--- config.mk ---
export PLATFORM = sky130hd
export DESIGN_NAME = partial_move_to_front_coder_top
export DESIGN_NICKNAME = d
export VERILOG_FILES = /design/src/rtl/pmtf_pkg.sv /design/src/rtl/pmtf_div.sv /design/src/rtl/partial_move_to_front_coder_top.sv
export SDC_FILE = /design/constraint.sdc
export NUM_CORES = 2
export LEC_CHECK = 0
export ABC_AREA = 1
export BUFFER_PORTS_ARGS = -buffer_cell sky130_fd_sc_hd__buf_2
export CORE_UTILIZATION = 50
export DETAILED_ROUTE_END_ITERATION = 16
export HOLD_SLACK_MARGIN = 0.03
export PLACE_DENSITY = 0.66
export SYNTH_ARGS = -nofsm -noshare
export SYNTH_HDL_FRONTEND = slang
export SYNTH_SLANG_ARGS = --single-unit
--- constraint.sdc ---
create_clock -name clock -period 6.95 [get_ports clock]
set_clock_uncertainty 0.15 [all_clocks]
set_input_delay 0.695 -clock clock [delete_from_list [all_inputs] [get_ports clock]]
set_output_delay 0.695 -clock clock [all_outputs]
set_load 0.01 [all_outputs]
--- src/rtl/pmtf_pkg.sv ---
// Shared types and constants of the partial move-to-front coder.
// Used by pmtf_div and partial_move_to_front_coder_top; depends on nothing.
package pmtf_pkg;

   // Width of the move divisor register and of the divider's divisor input.
   localparam int DIVISOR_W = 8;
   // Width of the input value and output value fields.
   localparam int VALUE_W   = 7;
   // Reset value of the move divisor register.
   localparam logic [DIVISOR_W-1:0] DIVISOR_RESET = 8'd2;

   // Status of the shared divider, as seen by the sequencer.
   typedef struct packed {
      logic busy;
      logic done;
   } div_stat_type;

endpackage

--- src/rtl/pmtf_div.sv ---
// Iterative restoring divider, one quotient bit per cycle.
// Depends on pmtf_pkg for the divisor width and the status struct.
module pmtf_div import pmtf_pkg::*; #(
   parameter int QW = 7
) (
   input  logic                 clock,
   input  logic                 reset,
   input  logic                 start,
   input  logic [QW-1:0]        dividend,
   input  logic [DIVISOR_W-1:0] divisor,
   output logic [QW-1:0]        quotient,
   output div_stat_type         stat
);

   localparam int CW = $clog2(QW + 1);

   logic                 busy_ff, busy_in;
   logic                 done_ff, done_in;
   logic [CW-1:0]        cnt_ff, cnt_in;
   logic [DIVISOR_W-1:0] rem_ff, rem_in;
   logic [DIVISOR_W-1:0] dsr_ff, dsr_in;
   logic [QW-1:0]        quo_ff, quo_in;
   logic [DIVISOR_W:0]   trial;
   logic [DIVISOR_W:0]   diff;
   logic                 ge;

   // The dividend shifts out at the top while quotient bits shift in below.
   assign trial = {rem_ff, quo_ff[QW-1]};
   assign ge    = trial >= {1'b0, dsr_ff};
   assign diff  = trial - {1'b0, dsr_ff};

   always_comb begin
      busy_in = busy_ff;
      done_in = 1'b0;
      cnt_in  = cnt_ff;
      rem_in  = rem_ff;
      dsr_in  = dsr_ff;
      quo_in  = quo_ff;
      if (start) begin
         busy_in = 1'b1;
         cnt_in  = CW'(QW - 1);
         rem_in  = '0;
         dsr_in  = divisor;
         quo_in  = dividend;
      end else if (busy_ff) begin
         rem_in = ge ? diff[DIVISOR_W-1:0] : trial[DIVISOR_W-1:0];
         quo_in = (quo_ff << 1) | QW'(ge);
         if (cnt_ff == '0) begin
            busy_in = 1'b0;
            done_in = 1'b1;
         end else begin
            cnt_in = cnt_ff - CW'(1);
         end
      end
   end

   always_ff @(posedge clock) begin
      if (reset) begin
         busy_ff <= 1'b0;
         done_ff <= 1'b0;
      end else begin
         busy_ff <= busy_in;
         done_ff <= done_in;
      end
   end

   always_ff @(posedge clock) begin
      cnt_ff <= cnt_in;
      rem_ff <= rem_in;
      dsr_ff <= dsr_in;
      quo_ff <= quo_in;
   end

   assign quotient  = quo_ff;
   assign stat.busy = busy_ff;
   assign stat.done = done_ff;

endmodule

--- src/rtl/partial_move_to_front_coder_top.sv ---
// Top level of the partial move-to-front coder: sequencer, symbol list memory
// and configuration register. Depends on pmtf_pkg and pmtf_div.
//
// The block keeps a list of ALPHABET_SIZE symbols, in identity order after
// reset. A request transaction carries op, in_value and restart. With op 0
// the symbol in_value is searched in the list and its position is returned;
// with op 1 the symbol stored at position in_value is returned. In both cases
// the entry found at position s then moves to position s / move_divisor and
// the entries in between shift one place toward the end. A divisor of 0 or 1
// leaves the list alone. A set restart flag returns the list to identity
// order before the transaction is worked on. Every request produces exactly
// one response transaction. The list sits in a memory with one registered
// read and one write per cycle, so the search and the shift walk it one entry
// per cycle. An encode searches the list from the front and a decode reads
// the entry at in_value; a move then runs the divider, shifts the entries at
// e to s - 1 one place toward the end and stores the found symbol at e, where
// e is the quotient. req_ready is high only while the block is idle, so a new
// request is taken only once the last result has left the sequencer. The
// response waits in an output register; while the receiver stalls it, the next
// result waits in the sequencer. Reset restores identity order and divisor 2.
module partial_move_to_front_coder_top import pmtf_pkg::*; #(
   parameter int ALPHABET_SIZE = 128
) (
   input  logic               clock,
   input  logic               reset,
   // Request channel.
   input  logic               req_valid,
   output logic               req_ready,
   input  logic               req_op,
   input  logic [VALUE_W-1:0] req_in_value,
   input  logic               req_restart,
   // Response channel.
   output logic               rsp_valid,
   input  logic               rsp_ready,
   output logic [VALUE_W-1:0] rsp_out_value,
   // Configuration port.
   input  logic               psel,
   input  logic               penable,
   input  logic               pwrite,
   input  logic [2:0]         paddr,
   input  logic [31:0]        pwdata,
   output logic [31:0]        prdata,
   output logic               pready
);

   localparam int IW = $clog2(ALPHABET_SIZE);

   localparam logic [2:0] S_IDLE   = 3'd0;
   localparam logic [2:0] S_SEARCH = 3'd1;
   localparam logic [2:0] S_DREAD  = 3'd2;
   localparam logic [2:0] S_DIV    = 3'd3;
   localparam logic [2:0] S_MOVE   = 3'd4;
   localparam logic [2:0] S_LAST   = 3'd5;
   localparam logic [2:0] S_DONE   = 3'd6;

   logic [2:0]           state_ff, state_in;
   logic [DIVISOR_W-1:0] divisor_ff, divisor_in;
   logic [VALUE_W-1:0]   value_ff, value_in;
   logic [IW-1:0]        pos_ff, pos_in;
   logic [IW-1:0]        s_ff, s_in;
   logic [IW-1:0]        e_ff, e_in;
   logic [IW-1:0]        sym_ff, sym_in;
   logic [VALUE_W-1:0]   res_ff, res_in;
   logic                 rsp_valid_ff, rsp_valid_in;
   logic [VALUE_W-1:0]   rsp_data_ff, rsp_data_in;

   // Symbol list memory with registered read data. An entry whose valid bit
   // is clear has not been written since reset or restart and reads as its
   // own index.
   logic [IW-1:0]            list_mem [ALPHABET_SIZE];
   logic [ALPHABET_SIZE-1:0] valid_ff;
   logic [IW-1:0]            rdata_ff;
   logic                     rvalid_ff;
   logic [IW-1:0]            ridx_ff;
   logic [IW-1:0]            raddr;
   logic                     we;
   logic [IW-1:0]            waddr;
   logic [IW-1:0]            wdata;
   logic                     clear;
   logic [IW-1:0]            entry;
   logic [8:0]               entry_w;
   logic [8:0]               pos_w;

   logic                 div_start;
   logic [IW-1:0]        div_dividend;
   logic [IW-1:0]        div_quot;
   div_stat_type         div_stat;
   logic                 no_move;
   logic                 req_acc;
   logic                 cfg_wr;

   assign entry   = rvalid_ff ? rdata_ff : ridx_ff;
   assign entry_w = 9'(entry);
   assign pos_w   = 9'(pos_ff);
   assign req_acc = req_valid && req_ready;
   assign no_move = divisor_ff <= DIVISOR_W'(1);

   assign req_ready     = state_ff == S_IDLE;
   assign rsp_valid     = rsp_valid_ff;
   assign rsp_out_value = rsp_data_ff;

   // Configuration: one register, selected while paddr[2] is low (byte addresses 0 to 3); addresses 4 to 7 read 0.
   assign pready     = 1'b1;
   assign cfg_wr     = psel && penable && pwrite && pready;
   assign divisor_in = (cfg_wr && !paddr[2]) ? pwdata[DIVISOR_W-1:0] : divisor_ff;
   assign prdata     = paddr[2] ? 32'd0 : 32'(divisor_ff);

   pmtf_div #(
      .QW(IW)
   ) u_div (
      .clock    (clock),
      .reset    (reset),
      .start    (div_start),
      .dividend (div_dividend),
      .divisor  (divisor_ff),
      .quotient (div_quot),
      .stat     (div_stat)
   );

   // Sequencer. The search and the shift are pipelined against the memory:
   // the read for the next position is issued while the current one is used.
   always_comb begin
      state_in     = state_ff;
      value_in     = value_ff;
      pos_in       = pos_ff;
      s_in         = s_ff;
      e_in         = e_ff;
      sym_in       = sym_ff;
      res_in       = res_ff;
      raddr        = '0;
      we           = 1'b0;
      waddr        = pos_ff;
      wdata        = entry;
      clear        = 1'b0;
      div_start    = 1'b0;
      div_dividend = s_ff;
      rsp_valid_in = rsp_valid_ff && !rsp_ready;
      rsp_data_in  = rsp_data_ff;

      unique case (state_ff)
         S_IDLE: begin
            if (req_acc) begin
               value_in = req_in_value;
               clear    = req_restart;
               if (!req_op) begin
                  raddr    = '0;
                  pos_in   = '0;
                  state_in = S_SEARCH;
               end else if (9'(req_in_value) < 9'(ALPHABET_SIZE)) begin
                  raddr    = IW'(req_in_value);
                  s_in     = IW'(req_in_value);
                  state_in = S_DREAD;
               end else begin
                  res_in   = '0;
                  state_in = S_DONE;
               end
            end
         end
         S_SEARCH: begin
            if (entry_w == 9'(value_ff)) begin
               res_in       = pos_w[VALUE_W-1:0];
               s_in         = pos_ff;
               sym_in       = entry;
               div_dividend = pos_ff;
               if (no_move || pos_ff == '0) begin
                  state_in = S_DONE;
               end else begin
                  div_start = 1'b1;
                  state_in  = S_DIV;
               end
            end else if (pos_ff == IW'(ALPHABET_SIZE - 1)) begin
               res_in   = '0;
               state_in = S_DONE;
            end else begin
               raddr  = pos_ff + IW'(1);
               pos_in = pos_ff + IW'(1);
            end
         end
         S_DREAD: begin
            res_in       = entry_w[VALUE_W-1:0];
            sym_in       = entry;
            div_dividend = s_ff;
            if (no_move || s_ff == '0) begin
               state_in = S_DONE;
            end else begin
               div_start = 1'b1;
               state_in  = S_DIV;
            end
         end
         S_DIV: begin
            if (div_stat.done) begin
               e_in     = div_quot;
               raddr    = s_ff - IW'(1);
               pos_in   = s_ff;
               state_in = S_MOVE;
            end
         end
         S_MOVE: begin
            // The entry one place nearer the front shifts into this slot.
            we    = 1'b1;
            waddr = pos_ff;
            wdata = entry;
            if (pos_ff - IW'(1) == e_ff) begin
               state_in = S_LAST;
            end else begin
               raddr  = pos_ff - IW'(2);
               pos_in = pos_ff - IW'(1);
            end
         end
         S_LAST: begin
            we       = 1'b1;
            waddr    = e_ff;
            wdata    = sym_ff;
            state_in = S_DONE;
         end
         S_DONE: begin
            if (!rsp_valid_ff || rsp_ready) begin
               rsp_valid_in = 1'b1;
               rsp_data_in  = res_ff;
               state_in     = S_IDLE;
            end
         end
         default: begin
            state_in = S_IDLE;
         end
      endcase
   end

   always_ff @(posedge clock) begin
      if (reset) begin
         state_ff     <= S_IDLE;
         divisor_ff   <= DIVISOR_RESET;
         rsp_valid_ff <= 1'b0;
         valid_ff     <= '0;
      end else begin
         state_ff     <= state_in;
         divisor_ff   <= divisor_in;
         rsp_valid_ff <= rsp_valid_in;
         if (clear) begin
            valid_ff <= '0;
         end else if (we) begin
            valid_ff[waddr] <= 1'b1;
         end
      end
   end

   always_ff @(posedge clock) begin
      value_ff    <= value_in;
      pos_ff      <= pos_in;
      s_ff        <= s_in;
      e_ff        <= e_in;
      sym_ff      <= sym_in;
      res_ff      <= res_in;
      rsp_data_ff <= rsp_data_in;
   end

   // Memory: one write and one registered read per cycle.
   always_ff @(posedge clock) begin
      if (we) begin
         list_mem[waddr] <= wdata;
      end
      rdata_ff  <= list_mem[raddr];
      rvalid_ff <= valid_ff[raddr] && !clear;
      ridx_ff   <= raddr;
   end

   // The shift never writes at or in front of the destination slot.
   a_move_above_dest: assert property (@(posedge clock) disable iff (reset)
      state_ff == S_MOVE |-> pos_ff > e_ff)
      else $error("shift position reached the destination slot");

   // The destination always lies in front of the found position.
   a_quot_below_pos: assert property (@(posedge clock) disable iff (reset)
      state_ff == S_DIV && div_stat.done |-> div_quot < s_ff)
      else $error("divider quotient not below the found position");

   // The divider stays busy until it reports its quotient.
   a_div_busy: assert property (@(posedge clock) disable iff (reset)
      state_ff == S_DIV && !div_stat.done |-> div_stat.busy)
      else $error("divider idle while the sequencer waits for it");

   // An accepted request closes the request channel on the next cycle.
   a_busy_after_accept: assert property (@(posedge clock) disable iff (reset)
      req_acc |=> !req_ready)
      else $error("request accepted while a transaction is in progress");

   // A finished result is held back while the previous response is stalled.
   a_hold_when_stalled: assert property (@(posedge clock) disable iff (reset)
      state_ff == S_DONE && rsp_valid_ff && !rsp_ready |=> state_ff == S_DONE)
      else $error("result left the sequencer while the response was stalled");

endmodule

### Word-level counts from Yosys, hierarchy flattened

Memories as Yosys holds them, arrays and structs flattened. A register that Yosys moved wholly into a read port is not among the register bits.
Cells that the tools add are included.

* add/sub/neg operators: 6
* $lt $le $gt $ge: 5
* eq/ne operators: 20
* mux-type cells: 60
* bitwise logic cells: 4
* reduce and logical (&&, ||, !) cells: 34

Operator list (number)
* $mux 7: 24
* $or 128x128->128: 1
* $pmux 7 s4: 2
* $pmux 7 s2: 3
* $mux 3: 8
* $pmux 3 s7: 1
* $lt 7x8->1 const B: 2
* $mux 1: 16
* $mux 8: 2
* $eq 7x7->1: 2
* $logic_not 7->1: 2
* $ne 2x2->1 const B: 7
* $sub 7x1->7 const B: 2
* $reduce_and 2->1: 6
* $eq 3x3->1 const B: 3
* $ge 9x8->1: 1
* $le 8x1->1 const B: 1
* $sub 8x8->8: 1
* $add 7x1->7 const B: 1
* $bmux 1 s7: 1
* $demux 1 s7: 1
* $eq 7x7->1 const B: 1
* $ge 7x1->1 const B: 1
* $logic_and 1x1->1: 7
* 20 further kinds: 33

* flip-flop bits (word level): 225
* memory bits (writable): 896
* output and inout port bits: 42
* word-level logic and storage cells: 149
* memories kept: 1

Memory list
* list_mem: depth 128, width 7, read ports 1, clocked after Yosys merged registers in 1, write ports 1, line partial_move_to_front_coder_top.sv:70 `logic [IW-1:0] list_mem [ALPHABET_SIZE];`

### Longest topological paths before layout

* word-level depth: 7
* mapped depth: 27

### Cells and area by module

Synthesis repeated with hierarchy kept, for this count alone.

* cell total of the unflattened synthesis: 4538
* area, all modules: 48602.9 um^2

By module, submodules not included
* partial_move_to_front_coder_top: times used 1, cells an instance 4344, area each 47035.1 um^2
* pmtf_div: times used 1, cells an instance 194, area each 1567.8 um^2

### Least setup slack after synthesis

No wires, ideal clock.

* path kind: register -> register
* start: register state_ff[2]
* end: memory list_mem[0][3] (netlist name) (data pin)
* library setup time: 969 ps
* arrival time: 5035 ps
* required time: 5831 ps
* setup slack: 796 ps
* stages on the path, launching flop included: 9
* clock period less this slack: 6154 ps
* cell sequence: dfxtp_1 inv_1 nor2_1 nand2_1 clkbuf_1 clkbuf_1 buf_1 nor2_1 a31oi_1

* word-level cells in the longest chain between the ends: 2

RTL lines
* from (decl): line partial_move_to_front_coder_top.sv:56 `logic [2:0] state_ff, state_in;`
* from (signal assigned): line partial_move_to_front_coder_top.sv:236 `state_ff <= state_in;`
* $eq 3x3->1: line partial_move_to_front_coder_top.sv:140 `unique case (state_ff)`
* $mux 7: line partial_move_to_front_coder_top.sv:140
* net wdata[3]: line partial_move_to_front_coder_top.sv:78 `logic [IW-1:0] wdata;`
* to (decl): line partial_move_to_front_coder_top.sv:70

The timed path passes the listed nets, and every way through them passes these cells.

### Worst setup path in the final report

* start: register pos_ff[1]
* end: register rdata_ff[0], read port of list_mem

* word-level cells in the longest chain between the ends: 4
* elaborated cells between the ends (all ways): 9

RTL lines
* from (decl): line partial_move_to_front_coder_top.sv:59 `logic [IW-1:0] pos_ff, pos_in;`
* from (signal assigned): line partial_move_to_front_coder_top.sv:249 `pos_ff <= pos_in;`
* $sub 7x1->7, or another cell as far along: line partial_move_to_front_coder_top.sv:203 `if (pos_ff - IW'(1) == e_ff) begin`
* $eq 7x7->1 or $mux 7 (tied branches): line partial_move_to_front_coder_top.sv:203, partial_move_to_front_coder_top.sv:171
* $mux 7 (on tied branches): line partial_move_to_front_coder_top.sv:203, partial_move_to_front_coder_top.sv:160
* $pmux 7 s4 (*): line partial_move_to_front_coder_top.sv:140
* to (decl): line partial_move_to_front_coder_top.sv:72 `logic [IW-1:0] rdata_ff;`

Every way passes the cells marked *; elsewhere a longest branch is shown, timed or not.
A chain may end at the register's enable or synchronous reset.

==> out/qor.txt <==
Status: completed
Clock slew at reported path FFs: 0.06 ns
Place WS: 2.00 ns
Layout area overhead: 9.56%
Max VDD drop: 0.000589 V
Ratio of cells with drive above 1 in the final layout: 6.76%
IO buf count: 41
Antenna violations before repair: 0
Ports: 93
Drt pass-1 iters: 5
Area of the multi-input gates: 0.0132 mm²
GRT Util Overall: 24.5%
Max-cap violations: 0
Setup crit start: pos_ff[1]
Total number of H-tree levels: 3
Synth warn: 0
Worst EP required: 7.41 ns
Hold WS: 0.0591 ns
Synthesized netlist cell count: 4,641
Worst-Margin Slew: 1.16 ns
DIE HEIGHT: 315 µm
Fillcell total: 8,078
Vias: 32,900
Hold-fix buffers, CTS: 0
Unrepaired setup endpoints after global routing: no
Detailed Route Iter0 Violations: 3,279
Layout Utilization: 55.3%
TritonCTS clock tree: built
Count of cell types in the netlist: 47
Clock buffer depth: 3
Post-DRT Antenna Nets: 0
CP most frequent cell: nand2_1
GP Congestion: 0.904
Pleak: 19.6 nW
Worst slew margin: 22.4%
Critical path endpoint category: flip-flop
Min-Delay Path Class: primary input to flip-flop
Cell area after layout: 0.0535 mm²
Postcts setup bufs: 0
CP Launch Type: flip-flop
DRC errors left: 0
DP Wirelength: 69,400 µm
Drt via density: 5.51
Core box area: 0.0967 mm²
Setup ws final: 1.96 ns
Fin. Hold Viols: 0
Largest net degree at the start of global routing: 175
CTS resizes: 0
FF+latch count, synth: 1,128
FF-to-FF path depth: 23
R2r setup slk: 1.96 ns
CTS Sinks: 1,128
Data arrival, critical path: 5.46 ns
Crit path cell chain: inv_1 -> ha_1 -> nand2_1 -> o21ai_2 -> nand2_1 -> nand2_1 -> nand2_1 -> nor2_1 -> nand3_2 -> nand3_2 -> nand2_8 -> inv_6 -> buf_4 -> nand2_1 -> nand2_1 -> nand2_1 -> nand3_1 -> nand3_1 -> nand3_1 -> nand3_1 -> nand2_1 -> nand2_1 -> nand2_1
Grt ovf: 0
Reg2Reg Launch Point: pos_ff[1]
Sequential share of the synthesized area: 65.9%
Post-Route Setup TNS: 0 ns
CP max stage cell: inv_6
Final setup vio count: 0
Top fanout value on the critical path: 87
Starting density of the core: 50.5%
Post-DP Area: 0.0499 mm²
Die W: 315 µm
Tot Pwr: 23.4 mW
Drt wl/cell: 20.3 µm
Sequential Area: 0.0322 mm²
CTS buffer count: 114
First-pass GRT wire length: 185,000 µm
Mapped Avg Cell Area: 10.5 µm²
Tmin final: 4.99 ns
Final WL: 121,000 µm
Critical path endpoint: rdata_ff[0]
Synth Cell Area: 0.0488 mm²
Final period util: 71.8%
Fin cells: 5,968
Root buffer selected by CTS: clkbuf_16
WS Path Type: flip-flop to flip-flop
Final nets: 4,662
Worst skew pair latency: 0.70 ns
Cells after DPL: 5,752
Final Slew Violations: 0
Reg-to-Reg End: rdata_ff[0]
Crit-path max cell delay: 0.60 ns
PwrDens: 438 mW/mm²
Die area: 0.0989 mm²
Hold_sp: req_in_value[6]
Max Clk Rate: 200 MHz
# diodes: 0
Number of global-route vias before repair: 30,600
Row count: 114
## worst min path at each step
stage                     slack (ns)  cells after the start               end
after detailed placement        0.26                      0  rsp_out_value[6]
final                           0.06                      1       value_ff[6]
after global routing            0.05                      1       value_ff[6]
after CTS                       0.04                      1       value_ff[6]
after floorplan                 0.25                      0  rsp_out_value[0]
after global placement          0.26                      0  rsp_out_value[0]
## cell families after synthesis
logic type	after synthesis	synth area share [%]
and+or+nand+nor	2147	18.8
buffers and inverters	850	7.50
AOI/OAI and AO/OA	483	7.04
adders and majority gates	19	0.502
xor gates and xnor gates	12	0.243
other	2	0.0154
DFF	1128	65.9
## layout make-up
class / count / share of cell area [%]
flip-flops and latches: 1128 / 60.2
multi-input cells: 2686 / 24.7
clock buffers: 150 / 5.79
inverters: 564 / 4.00
well taps: 1276 / 2.98
repair buffers: 98 / 1.37
clock inverters: 66 / 0.994
## layout by cell type (no fill, tap or decap), drive strengths merged, types with 2 or more instances in the layout
cell / n
ha: 18
clkinvlp: 6
bufinv: 7
nand3: 592
nor3: 4
nand4: 5
nor2: 497
dfxtp: 168
or2: 67
clkbuf: 150
edfxtp: 960
o31ai: 2
clkinv: 52
xor2: 8
a21oi: 42
nand3b: 35
inv: 565
xnor2: 3
a31oi: 8
o22ai: 5
o211ai: 359
buf: 98
nand2: 945
o221ai: 5
o21ai: 56
conb: 25
## routing by layer
layer,vias up,wire (µm),global-route usage [%]
met2,1182,56000,38.6
met5,-,0,0
met3,217,9750,4.50
met4,0,3700,8.18
met1,15800,51700,34.4
li1,15700,-,-
## state kept, by name (all words and copies together) (netlist names)
register and cells:
pos_ff 7, u_div.done_ff 1, state_ff 3, list_mem 896
s_ff 7, rdata_ff 7, e_ff 7, valid_ff 128
divisor_ff 8, u_div.cnt_ff 3, rvalid_ff 1, u_div.dsr_ff 8
u_div.rem_ff 8, u_div.busy_ff 1, value_ff 7, rsp_out_value 7
u_div.quotient 7, rsp_valid 1, sym_ff 7, res_ff 7
ridx_ff 7
## report_power, final
group	leakage (nW)	switching, mW	internal [mW]	total (mW)
registers	10.1	0.167	8.61	8.78
logic	7.65	6.50	2.18	8.68
clock network	1.77	2.57	3.39	5.97
## critical path: cells and delay by family, from the launching register on
| kind | cells | cell delay, ns |
|---|---|---|
| compound gates | 1 | 0.13 |
| flops | 1 | 0.51 |
| simple gates | 18 | 2.34 |
| buf+inv | 3 | 1.38 |
| fa+ha+maj | 1 | 0.32 |
## cells in the mapped netlist, drive strengths merged
master    n  area (µm²)
a31oi     8        50.1
a21oi    42         210
xnor2     3        26.3
o21ai    56         284
and3      1        6.26
a22oi     1        7.51
o22ai     5        31.3
dfxtp   168        3360
buf     212        1260
xor2      8        70.1
o31ai     2        15.0
edfxtp  960       28800
ha       18         225
or2      67         419
o21bai    1        7.51
xnor3     1        22.5
conb      2        7.51
fa        1        20.0
o211ai  359        2750
a211oi    1        7.51
nor2    497        1880
nand3   592        2970
clkinv    2        7.51
nor4      1        6.26
nand3b   35         263
a32o      1        10.0
o221a     1        11.3
nand2   945        3580
a32oi     1        8.76
o221ai    5        43.8
clkbuf   74         278
nor3      4        20.0
inv     562        2110
nand4     5        31.3
Note: power is estimated with default switching activity, not from simulation.
